[src/rtl/lruhc_pkg.sv]
// ---------------------------------------------------------------------------
// lruhc_pkg: shared types for the LRU cache hit counter
// Item payloads for the request and response channels and the update
// controls broadcast from the top level to the row of entry cells.
// ---------------------------------------------------------------------------
package lruhc_pkg;

   localparam int ADDR_W  = 32;
   localparam int COUNT_W = 32;
   localparam int WAYS_W  = 5;
   localparam int CSR_W   = 32;

   localparam logic [WAYS_W-1:0] WAYS_RESET = 5'd16;

   typedef struct packed {
      logic [ADDR_W-1:0]  address;
      logic [COUNT_W-1:0] run_count;
   } req_type;

   typedef struct packed {
      logic               hit;
      logic [COUNT_W-1:0] access_total;
      logic [COUNT_W-1:0] hit_total;
      logic [COUNT_W-1:0] miss_total;
   } rsp_type;

   // update: an item is applied this cycle
   // hit:    lookup matched a valid entry
   // fill:   miss with a free way, load the next free entry
   // neither hit nor fill on update: replace the least recent entry
   typedef struct packed {
      logic update;
      logic hit;
      logic fill;
   } ctl_type;

endpackage

[src/rtl/lruhc_cell.sv]
// ---------------------------------------------------------------------------
// lruhc_cell: one cache entry
// Holds tag, valid bit and recency rank. Compares the broadcast address,
// merges its match into the hit/rank chain from its neighbor and applies
// the LRU update for the item.
// ---------------------------------------------------------------------------
module lruhc_cell #(
   parameter int RANK_W = 4
) (
   input  logic                         clock,
   input  logic                         reset,
   input  logic [lruhc_pkg::ADDR_W-1:0] address,
   input  lruhc_pkg::ctl_type           ctl,
   input  logic [RANK_W-1:0]            limit,
   input  logic                         fill_sel,
   input  logic                         hit_in,
   input  logic [RANK_W-1:0]            rank_in,
   output logic                         hit_out,
   output logic [RANK_W-1:0]            rank_out,
   output logic                         valid
);
   import lruhc_pkg::*;

   logic [ADDR_W-1:0] tag_ff;
   logic [ADDR_W-1:0] tag_in;
   logic              valid_ff;
   logic              valid_in;
   logic [RANK_W-1:0] rank_ff;
   logic [RANK_W-1:0] rank_in_nxt;
   logic              match;
   logic              older;

   assign match    = valid_ff && (tag_ff == address);
   assign hit_out  = hit_in | match;
   assign rank_out = rank_in | (match ? rank_ff : '0);
   assign valid    = valid_ff;
   assign older    = valid_ff && (rank_ff < limit);

   always_comb begin
      tag_in      = tag_ff;
      valid_in    = valid_ff;
      rank_in_nxt = rank_ff;
      if (ctl.update) begin
         if (ctl.hit) begin
            if (match) begin
               rank_in_nxt = '0;
            end else if (older) begin
               rank_in_nxt = rank_ff + RANK_W'(1);
            end
         end else if (ctl.fill) begin
            if (fill_sel) begin
               valid_in    = 1'b1;
               tag_in      = address;
               rank_in_nxt = '0;
            end else if (valid_ff) begin
               rank_in_nxt = rank_ff + RANK_W'(1);
            end
         end else begin
            if (valid_ff && (rank_ff == limit)) begin
               tag_in      = address;
               rank_in_nxt = '0;
            end else if (older) begin
               rank_in_nxt = rank_ff + RANK_W'(1);
            end
         end
      end
   end

   always_ff @(posedge clock) begin
      tag_ff <= tag_in;
      if (reset) begin
         valid_ff <= 1'b0;
         rank_ff  <= '0;
      end else begin
         valid_ff <= valid_in;
         rank_ff  <= rank_in_nxt;
      end
   end

endmodule

[src/rtl/lru_cache_hit_counter.sv]
// ---------------------------------------------------------------------------
// lru_cache_hit_counter: fully associative LRU cache hit counter
// Replays run-length trace items against a row of entry cells and keeps
// wrapping totals of accesses, hits and misses.
// ---------------------------------------------------------------------------
// Usage:
//   Request: drive req_item (address, run_count) with start high; the item is
//   taken at the clock edge where start is high and busy is low. busy stays
//   low, so one item can be taken every cycle.
//   Response: one item per request, on rsp_item with rsp_valid high for
//   exactly one cycle, the cycle after the request was taken.
//   The receiver has no back-pressure; each response must be captured when
//   rsp_valid is high.
//   Throughput: 1 item per cycle. Lookup, LRU update and counter update all
//   complete in the accept cycle; the path runs through the address compare
//   in every cell and the hit/rank chain along the row.
//   Config: ways_in_use at byte address 0 on the APB port; write only while
//   no response is pending. 0 acts as 1, values above ENTRIES as ENTRIES.
//   Reset: all entries invalid, counters zero, ways_in_use = 16.
// ---------------------------------------------------------------------------
module lru_cache_hit_counter #(
   parameter int ENTRIES = 16
) (
   input  logic                          clock,
   input  logic                          reset,
   input  logic                          start,
   output logic                          busy,
   input  lruhc_pkg::req_type            req_item,
   output logic                          rsp_valid,
   output lruhc_pkg::rsp_type            rsp_item,
   input  logic                          psel,
   input  logic                          penable,
   input  logic                          pwrite,
   input  logic [1:0]                    paddr,
   input  logic [lruhc_pkg::CSR_W-1:0]   pwdata,
   output logic [lruhc_pkg::CSR_W-1:0]   prdata,
   output logic                          pready
);
   import lruhc_pkg::*;

   localparam int RANK_W = (ENTRIES > 1) ? $clog2(ENTRIES) : 1;
   localparam int CNT_W  = $clog2(ENTRIES + 1);
   localparam int MAX_W  = (CNT_W > WAYS_W) ? CNT_W : WAYS_W;

   logic [WAYS_W-1:0]  ways_ff;
   logic [CNT_W-1:0]   count_ff;
   logic [CNT_W-1:0]   count_in;
   logic [COUNT_W-1:0] acc_ff;
   logic [COUNT_W-1:0] acc_in;
   logic [COUNT_W-1:0] hits_ff;
   logic [COUNT_W-1:0] hits_in;
   logic [COUNT_W-1:0] miss_ff;
   logic [COUNT_W-1:0] miss_in;
   logic               rsp_valid_ff;
   rsp_type            rsp_item_ff;

   logic               accept;
   logic [COUNT_W-1:0] run_eff;
   logic [MAX_W-1:0]   ways_x;
   logic [MAX_W-1:0]   ways_eff;
   logic               fill;
   logic               hit;
   logic [CNT_W-1:0]   count_dec;
   logic [RANK_W-1:0]  limit;
   ctl_type            ctl;

   logic                  hit_chain  [ENTRIES+1];
   logic [RANK_W-1:0]     rank_chain [ENTRIES+1];
   logic [ENTRIES-1:0]    valid_vec;

   assign busy   = 1'b0;
   assign pready = 1'b1;
   assign prdata = {{(CSR_W-WAYS_W){1'b0}}, ways_ff};
   assign accept = start && !busy;

   assign run_eff = (req_item.run_count == '0) ? COUNT_W'(1) : req_item.run_count;

   always_comb begin
      ways_x = MAX_W'(ways_ff);
      if (ways_x == '0) begin
         ways_eff = MAX_W'(1);
      end else if (ways_x > MAX_W'(ENTRIES)) begin
         ways_eff = MAX_W'(ENTRIES);
      end else begin
         ways_eff = ways_x;
      end
   end

   assign hit_chain[0]  = 1'b0;
   assign rank_chain[0] = '0;
   assign hit           = hit_chain[ENTRIES];
   assign fill          = MAX_W'(count_ff) < ways_eff;
   assign count_dec     = count_ff - CNT_W'(1);
   assign limit         = hit ? rank_chain[ENTRIES] : count_dec[RANK_W-1:0];

   assign ctl.update = accept;
   assign ctl.hit    = hit;
   assign ctl.fill   = fill;

   for (genvar i = 0; i < ENTRIES; i++) begin : g_cell
      lruhc_cell #(
         .RANK_W(RANK_W)
      ) u_cell (
         .clock    (clock),
         .reset    (reset),
         .address  (req_item.address),
         .ctl      (ctl),
         .limit    (limit),
         .fill_sel (count_ff == CNT_W'(i)),
         .hit_in   (hit_chain[i]),
         .rank_in  (rank_chain[i]),
         .hit_out  (hit_chain[i+1]),
         .rank_out (rank_chain[i+1]),
         .valid    (valid_vec[i])
      );
   end

   always_comb begin
      count_in = count_ff;
      acc_in   = acc_ff;
      hits_in  = hits_ff;
      miss_in  = miss_ff;
      if (accept) begin
         acc_in = acc_ff + run_eff;
         if (hit) begin
            hits_in = hits_ff + run_eff;
         end else begin
            hits_in = hits_ff + (run_eff - COUNT_W'(1));
            miss_in = miss_ff + COUNT_W'(1);
            if (fill) begin
               count_in = count_ff + CNT_W'(1);
            end
         end
      end
   end

   always_ff @(posedge clock) begin
      if (reset) begin
         ways_ff      <= WAYS_RESET;
         count_ff     <= '0;
         acc_ff       <= '0;
         hits_ff      <= '0;
         miss_ff      <= '0;
         rsp_valid_ff <= 1'b0;
      end else begin
         if (psel && penable && pwrite && pready) begin
            ways_ff <= pwdata[WAYS_W-1:0];
         end
         count_ff     <= count_in;
         acc_ff       <= acc_in;
         hits_ff      <= hits_in;
         miss_ff      <= miss_in;
         rsp_valid_ff <= accept;
      end
   end

   always_ff @(posedge clock) begin
      if (accept) begin
         rsp_item_ff.hit          <= hit;
         rsp_item_ff.access_total <= acc_in;
         rsp_item_ff.hit_total    <= hits_in;
         rsp_item_ff.miss_total   <= miss_in;
      end
   end

   assign rsp_valid = rsp_valid_ff;
   assign rsp_item  = rsp_item_ff;

   a_rsp_follows_accept: assert property (@(posedge clock) disable iff (reset)
      accept |=> rsp_valid)
      else $error("response missing after accepted item");

   a_no_spurious_rsp: assert property (@(posedge clock) disable iff (reset)
      !accept |=> !rsp_valid)
      else $error("response without accepted item");

   a_valid_matches_count: assert property (@(posedge clock) disable iff (reset)
      $countones(valid_vec) == 32'(count_ff))
      else $error("valid entries disagree with fill count");

   a_hit_keeps_misses: assert property (@(posedge clock) disable iff (reset)
      (accept && hit) |=> (miss_ff == $past(miss_ff)))
      else $error("miss total changed on a hit");

   a_count_bounded: assert property (@(posedge clock) disable iff (reset)
      32'(count_ff) <= ENTRIES)
      else $error("fill count exceeds entry count");

endmodule

[config.mk]
export PLATFORM = sky130hd
export DESIGN_NAME = lru_cache_hit_counter
export DESIGN_NICKNAME = d
export VERILOG_FILES = /design/src/rtl/lruhc_pkg.sv /design/src/rtl/lruhc_cell.sv /design/src/rtl/lru_cache_hit_counter.sv
export SDC_FILE = /design/constraint.sdc
export NUM_CORES = 2
export LEC_CHECK = 0
export ABC_AREA = 1
export BUFFER_PORTS_ARGS = -buffer_cell sky130_fd_sc_hd__buf_2
export CORE_ASPECT_RATIO = 0.9
export CORE_UTILIZATION = 67
export CTS_BUF_LIST = sky130_fd_sc_hd__clkbuf_8
export CTS_CLUSTER_SIZE = 8
export DETAILED_ROUTE_END_ITERATION = 8
export PLACE_DENSITY_LB_ADDON = 0.08
export SLEW_MARGIN = 20
export SYNTH_ARGS = -nofsm -noshare
export SYNTH_HDL_FRONTEND = slang
export SYNTH_SLANG_ARGS = --single-unit
[constraint.sdc]
create_clock -name clock -period 22.8 [get_ports clock]
set_clock_uncertainty 0.2 [all_clocks]
set_input_delay 3.42 -clock clock [delete_from_list [all_inputs] [get_ports clock]]
set_output_delay 3.42 -clock clock [all_outputs]
set_load 0.01 [all_outputs]
# After elaboration in Yosys (flattened, before gate mapping)
# Cells that the tools add are included.
dict set report totals {
  rom_bits 0
  register_bits 796
  ramBits 0
  out_inout_bits 132
  latchBits 0
  elab_cells 512
  inputBits 104
  mem_count 0
}
dict set report op_classes {
  div_mod_pow 0
  n_mux 185
  n_reduce_logical 118
  n_addsub 23
  shift 0
  n_bitwise 31
  n_lt_le_gt_ge 18
  mul 0
  n_eq_ne 79
}
# cell count
set op_table {}
lappend op_table {{two-way mux 32 bit} 54}
lappend op_table {{two-way mux 4 bit} 129}
lappend op_table {{equality test 32 bit} 16}
lappend op_table {{AND reduction 4 bit} 32}
lappend op_table {{adder 32 bit} 3}
lappend op_table {{adder 4 x 1 -> 4 bit (second input constant)} 16}
lappend op_table {{equality test 4 bit} 16}
lappend op_table {{< comparator 4 bit} 16}
lappend op_table {{inequality test 4 x 1 -> 1 bit (second input constant)} 16}
lappend op_table {{bitwise OR 4 bit} 15}
lappend op_table {{logical AND 1 bit} 50}
lappend op_table {{equality test 5 x 4 -> 1 bit (second input constant)} 8}
lappend op_table {{adder 32 x 1 -> 32 bit (second input constant)} 1}
lappend op_table {{logical NOT 32 bit} 1}
lappend op_table {{inequality test 2 x 1 -> 1 bit (second input constant)} 16}
lappend op_table {{AND reduction 2 bit} 16}
lappend op_table {{nonzero test 2 bit} 16}
lappend op_table {{subtractor 32 x 1 -> 32 bit (second input constant)} 1}
lappend op_table {{equality test 5 x 3 -> 1 bit (second input constant)} 4}
lappend op_table {{bitwise OR 1 bit} 15}
lappend op_table {{equality test 5 x 2 -> 1 bit (second input constant)} 2}
lappend op_table {{logical NOT 5 bit} 2}
lappend op_table {{two-way mux 5 bit} 2}
lappend op_table {{adder 5 x 1 -> 5 bit (second input constant)} 1}
lappend op_table {{6 further kinds} 6}

# Logic depth before layout (Yosys ltp)
dict set report logic_depth {
  ltp_word 25
  ltp_mapped 31
  mapped_depth_nobuf 26
}

# Modules after synthesis
# Synthesis repeated with hierarchy kept, for this count alone.
dict set report hier_totals {
  cells_unflattened 6339
  area_unflattened_um2 49372.4
}
# mod cells_per_inst seq_area_each_um2 n_inst area_per_inst_um2
set by_module_without_submodules {}
lappend by_module_without_submodules {lruhc_cell 244 1061.0 16 2095.8}
lappend by_module_without_submodules {lru_cache_hit_counter 2435 5054.8 1 15840.2}

# Least setup slack after synthesis
# No wires, ideal clock.
dict set report synth_timing {
  path_type {input -> register}
  from {in req_item[60] in the netlist's numbering}
  to {reg g_cell[5].u_cell.tag_ff[0] (enable)}
  slack_ns 12.989
  cell_stages 25
  setup_ns 0.470
  arrival_ns 9.141
  path_buffers 5
  required_ns 22.130
  cell_sequence {buf_2 > inv_1 > buf_4 > nand2_1 > nand2_1 > inv_1 > nand2_1 > nor2_1 > nand2_1 > nor2_1 > nand3_1 > nand2_1 > nor2_1 > nand2_2 > nor2_8 > inv_4 > buf_2 > buf_2 > buf_2 > o21ai_0 > ha_1 > nand2_1 > nor3_1 > nand3_1 > a211oi_1}
}
dict set report synth_between {
  word_cells_on_any_way 84
  cone_classes {eq/ne: 17; mux: 17; bitwise: 31; reduce/logical: 19}
}
# item line_no
set synth_lines {}
lappend synth_lines {{from (decl)} lru_cache_hit_counter.sv:28} ;# input lruhc_pkg::req_type req_item,
lappend synth_lines {{equality test 32 bit} lruhc_cell.sv:33} ;# assign match = valid_ff && (tag_ff == address);
lappend synth_lines {{logical AND 1 bit} lruhc_cell.sv:33}
lappend synth_lines {{bitwise OR 1 bit (14 in series)} lruhc_cell.sv:34} ;# assign hit_out = hit_in | match;
lappend synth_lines {{bitwise OR 1 bit (*)} lruhc_cell.sv:34}
lappend synth_lines {{named net g_cell[15].u_cell.hit_out} lruhc_cell.sv:18} ;# output logic hit_out,
lappend synth_lines {{two-way mux 4 bit} lru_cache_hit_counter.sv:94} ;# assign limit = hit ? rank_chain[ENTRIES] : count_dec[RANK_W-1:0];
lappend synth_lines {{equality test 4 bit} lruhc_cell.sv:59} ;# if (valid_ff && (rank_ff == limit)) begin
lappend synth_lines {{logical AND 1 bit} lruhc_cell.sv:59}
lappend synth_lines {{nonzero test 2 bit (no source line)} -}
lappend synth_lines {{AND reduction 4 bit (no source line) (*)} -}
lappend synth_lines {{to (signal assigned)} lruhc_cell.sv:70} ;# tag_ff <= tag_in;
lappend synth_lines {{to (decl)} lruhc_cell.sv:24} ;# logic [ADDR_W-1:0] tag_ff;
# Mark *: on every way through the listed nets, which the timed path passes. The rest lies on a longest branch.
# A chain may end at the register's enable or synchronous reset.

# Final worst setup path
dict set report layout_timing {
  from {in req_item[45] in the netlist's numbering}
  to {reg g_cell[1].u_cell.tag_ff[11] (enable)}
}
dict set report layout_between {
  elab_chain_cells 23
  word_cells_on_any_way 84
  cone_classes {eq/ne: 17; mux: 17; bitwise: 31; reduce/logical: 19}
}
# item line_no
set layout_rtl {}
lappend layout_rtl {{equality test 32 bit} lruhc_cell.sv:33}
lappend layout_rtl {{logical AND 1 bit} lruhc_cell.sv:33}
lappend layout_rtl {{two-way mux 4 bit} lruhc_cell.sv:35} ;# assign rank_out = rank_in | (match ? rank_ff : '0);
lappend layout_rtl {{bitwise OR 4 bit (15 in series)} lruhc_cell.sv:35}
lappend layout_rtl {{two-way mux 4 bit} lru_cache_hit_counter.sv:94}
lappend layout_rtl {{equality test 4 bit} lruhc_cell.sv:59}
lappend layout_rtl {{logical AND 1 bit} lruhc_cell.sv:59}
lappend layout_rtl {{nonzero test 2 bit (no source line)} -}
lappend layout_rtl {{AND reduction 4 bit (no source line) (*)} -}
lappend layout_rtl {{to (signal assigned)} lruhc_cell.sv:70}
lappend layout_rtl {{to (decl)} lruhc_cell.sv:24}
# Every way passes the cells marked *; elsewhere a longest branch is shown, timed or not.

==> impl_metrics.prom <==
# TYPE chip_impl_metric gauge
chip_impl_metric{name="core_region_area",unit="um^2"} 66030
chip_impl_metric{name="layout.nets",unit=""} 5906
chip_impl_metric{name="async_reset_ff_share",unit="%"} 0
chip_impl_metric{name="finalWeightedCongestion",unit=""} 0.9551
chip_impl_metric{name="power.sequential.fraction",unit="%"} 44.6
chip_impl_metric{name="length_of_the_first_detailed_routing_pass_in_iterations",unit=""} 6
chip_impl_metric{name="input_output_buffers",unit=""} 177
chip_impl_info{name="synth_common_cells",value="sky130_fd_sc_hd__nand2_1, sky130_fd_sc_hd__inv_1, sky130_fd_sc_hd__edfxtp_1"} 1
chip_impl_metric{name="cp_max_fanout",unit=""} 43
chip_impl_metric{name="drtIter0Drc",unit=""} 4521
chip_impl_metric{name="start_util",unit="%"} 68.24
chip_impl_metric{name="max_slew_margin",unit="%"} 30.70
chip_impl_metric{name="cts_buffers",unit=""} 132
chip_impl_metric{name="worst_slew_pin_slew",unit="ns"} 1.033
chip_impl_metric{name="dp.cells",unit=""} 6330
chip_impl_metric{name="cellInternalPower",unit="mW"} 2.703
chip_impl_info{name="critPathCaptureType",value="flop"} 1
chip_impl_metric{name="netlist_instances",unit=""} 5412
chip_impl_metric{name="cts_setup_buffers",unit=""} 0
chip_impl_info{name="status",value="finished clean"} 1
chip_impl_info{name="library_cell_used_as_clock_root_buffer",value="sky130_fd_sc_hd__clkbuf_8"} 1
chip_impl_info{name="timing.hold.worst.class",value="flop to flop"} 1
chip_impl_metric{name="timing.setup.tns",unit="ns"} 0
chip_impl_info{name="timing_worst_setup_path_type",value="input pin to flop"} 1
chip_impl_metric{name="fp.dieH",unit="um"} 248.0
chip_impl_info{name="most_area_hungry_cell_type_in_the_yosys_netlist",value="sky130_fd_sc_hd__edfxtp_1"} 1
chip_impl_metric{name="whs_path_depth",unit=""} 2
chip_impl_metric{name="die_area",unit="um^2"} 68300
chip_impl_info{name="synth.most_common_cell",value="sky130_fd_sc_hd__nand2_1"} 1
chip_impl_info{name="crit_path_cell_trace",value="buf_2, inv_2, nand2_1, o21ai_0, nor2_1, nand4_1, nor2_1, nand3_1, nand2_1, nor2_1, nand2_2, nor2_8, buf_4, o21ai_1, buf_4, ha_1, nand4_1, inv_1, nand3_1, nand2_1, and3_2"} 1
chip_impl_metric{name="fmaxAchievable",unit="GHz"} 0.1080
chip_impl_metric{name="fin_crit",unit="ns"} 9.256
chip_impl_metric{name="cts.reportedPaths.clkPinSlew",unit="ns"} 0.06
chip_impl_metric{name="globalRouteTotalUtil",unit="%"} 38.34
chip_impl_metric{name="finalMaxSlewViolations",unit=""} 0
chip_impl_metric{name="hold_fails_final_rpt",unit=""} 0
chip_impl_metric{name="antenna_found_initial",unit=""} 4
chip_impl_metric{name="postRouteAntennaNets",unit=""} 0
chip_impl_metric{name="postCtsResizedCells",unit=""} 0
chip_impl_metric{name="mappedNetlistArea",unit="um^2"} 45060
chip_impl_metric{name="route.detailed.vias_per_inst",unit=""} 5.811
chip_impl_metric{name="clkLatencyLatePin",unit="ns"} 0.81
chip_impl_metric{name="timing.critical_path.required",unit="ns"} 23.02
chip_impl_metric{name="timing.critical_path.arrival",unit="ns"} 9.48
chip_impl_info{name="grt_setup_unrepaired",value="false"} 1
chip_impl_metric{name="drive_gt1_share",unit="%"} 9.070
chip_impl_metric{name="synth_seq_area_share",unit="%"} 48.89
chip_impl_metric{name="via_count_of_the_first_global_routing_pass",unit=""} 35520
chip_impl_metric{name="syn_to_final_growth",unit="%"} 8.810
chip_impl_metric{name="floorplan.rows",unit=""} 89
chip_impl_metric{name="ff2ff_path_depth",unit=""} 20
chip_impl_metric{name="netSwitchingFraction",unit="%"} 34.73
chip_impl_metric{name="htree_levels",unit=""} 4
chip_impl_metric{name="final.period_utilization",unit="%"} 40.60
chip_impl_metric{name="routed-via-count",unit=""} 38160
chip_impl_metric{name="die-width",unit="um"} 275.4
chip_impl_metric{name="synth.avg_cell_area",unit="um^2"} 8.326
chip_impl_metric{name="synth-edff-count",unit=""} 609
chip_impl_metric{name="leakage",unit="nW"} 22.07
chip_impl_metric{name="drt_drc_violations_left",unit=""} 0
chip_impl_metric{name="finish.cell_count_without_fillers",unit=""} 6567
chip_impl_metric{name="final-setup-viol-count",unit=""} 0
chip_impl_metric{name="cts_buffer_depth",unit=""} 3
chip_impl_info{name="cp_startpoint_kind",value="input pin"} 1
chip_impl_metric{name="numClockSinks",unit=""} 796
chip_impl_metric{name="share_clk_of_total_power",unit="%"} 28.7
chip_impl_metric{name="detail_route.wl_per_cell",unit="um"} 19.95
chip_impl_info{name="top_post_synthesis_cells_by_area",value="sky130_fd_sc_hd__edfxtp_1, sky130_fd_sc_hd__nand2_1, sky130_fd_sc_hd__dfxtp_1"} 1
chip_impl_metric{name="core_occupancy_in_the_finished_layout",unit="%"} 74.25
chip_impl_metric{name="yosys.cell_types.count",unit=""} 68
chip_impl_metric{name="place_hpwl",unit="mm"} 86.55
chip_impl_metric{name="netlist.area_leader.share",unit="%"} 40.58
chip_impl_metric{name="cts_stage_hold_buffer_count",unit=""} 0
chip_impl_metric{name="netSwitchingPower",unit="mW"} 1.438
chip_impl_metric{name="maximum_number_of_pins_on_one_net_before_global_route_repair",unit=""} 80
chip_impl_metric{name="irDropWorstVdd",unit="uV"} 63.74
chip_impl_info{name="ys_dominant_reg_cell",value="sky130_fd_sc_hd__edfxtp_1"} 1
chip_impl_metric{name="grt_remaining_overflow",unit=""} 0
chip_impl_metric{name="cp_slowest_stage_delay",unit="ns"} 0.89
chip_impl_metric{name="yosys_warnings",unit=""} 0
chip_impl_metric{name="synth-seq-cells",unit=""} 796
chip_impl_metric{name="postRouteWirelength",unit="mm"} 131.0
chip_impl_metric{name="grt_first_pass_wirelength",unit="mm"} 197.4
chip_impl_metric{name="comb_power_share",unit="%"} 26.7
chip_impl_info{name="cp_slowest_cell",value="sky130_fd_sc_hd__o21ai_1"} 1
chip_impl_metric{name="max-cap-violations",unit=""} 0
chip_impl_info{name="cts_tree",value="done"} 1
chip_impl_metric{name="cellPowerDensity",unit="nW/um^2"} 84.45
chip_impl_metric{name="ioPinCount",unit=""} 236
## final cells by class
cell class,instances,area (um^2)
Inverter,762,2863
Timing Repair Buffer,228,1297
Antenna cell,3,7.507
Tap cell,864,1081
Sequential cell,796,22030
Clock inverter,89,454.2
Fill cell,5108,17000
Clock buffer,144,1982
Multi-Input combinational cell,3681,19320
## worst max-delay path: cells and delay by family
family          cells  cell delay (ns)
compound gates      2             0.98
simple gates       13             2.84
fa+ha+maj           1             0.17
buf+inv             5             1.97
## power by group through the flow
stage	Sequential [mW]	Clock (mW)	Combinational, mW
floorplan	1.87	0	0.757
global placement	1.87	0	1.05
detailed placement	1.87	0	1.07
CTS	1.84	1.20	1.08
global route	1.86	1.26	1.23
finish	1.85	1.19	1.11
## kinds of logic after synthesis
family / after synthesis / synth area share [%]
flip-flops: 796 / 48.89
AND/OR/NAND/NOR: 2428 / 22.54
AO/OA/AOI/OAI: 802 / 9.802
other: 2 / 0.01667
XOR/XNOR: 221 / 4.312
adder cells (fa/ha/maj): 201 / 5.631
buffers and inverters: 962 / 8.805
## path summary, 6_finish.rpt
| kind | start | end | slack (ns) |
|---|---|---|---|
| max | req_item[45] | g_cell[1].u_cell.tag_ff[11] | 13.54 |
| min | miss_ff[25] | miss_ff[25] | 0.30 |
| max reg2reg | g_cell[2].u_cell.valid | g_cell[1].u_cell.tag_ff[11] | 16.77 |
| min reg2reg | miss_ff[25] | miss_ff[25] | 0.30 |
## sequential cells by signal, indices dropped and copies added (netlist names)
name / count
g_cell.u_cell.valid: 16
rsp_valid: 1
hits_ff: 32
miss_ff: 32
rsp_item: 97
g_cell.u_cell.rank_ff: 64
acc_ff: 32
count_ff: 5
ways_ff: 5
g_cell.u_cell.tag_ff: 512
## stage by stage
stage / hold slack (ns) / area (um^2) / power [mW] / setup WS (ns)
finish: 0.2950 / 49030 / 4.141 / 13.54
global route: 0.3193 / 49030 / 4.350 / 13.37
CTS: 0.2974 / 49000 / 4.120 / 13.68
detailed placement: 0.2851 / 46560 / 2.946 / 12.86
global placement: 0.2747 / 46560 / 2.915 / 13.00
floorplan: 0.2671 / 45160 / 2.623 / 12.99
## cell usage in the layout, fill, tap and decap left out, drive strengths merged, types with 48 or more instances in the layout
master	count
nand2	1516
inv	834
edfxtp	609
nor2	434
a21oi	361
o21ai	267
nand3	251
buf	228
ha	198
dfxtp	187
xnor2	155
clkbuf	144
nand4	83
xor2	66
o22ai	57
or2	48
## layer usage
layer,vias up,GRT usage [%],wire (um)
li1,18090,-,-
met1,17490,52.16,51300
met2,2234,57.94,56400
met3,350,10.30,18050
met4,2,16.46,5263
met5,-,0,15
No activity file was read; power rests on OpenSTA's default activity.
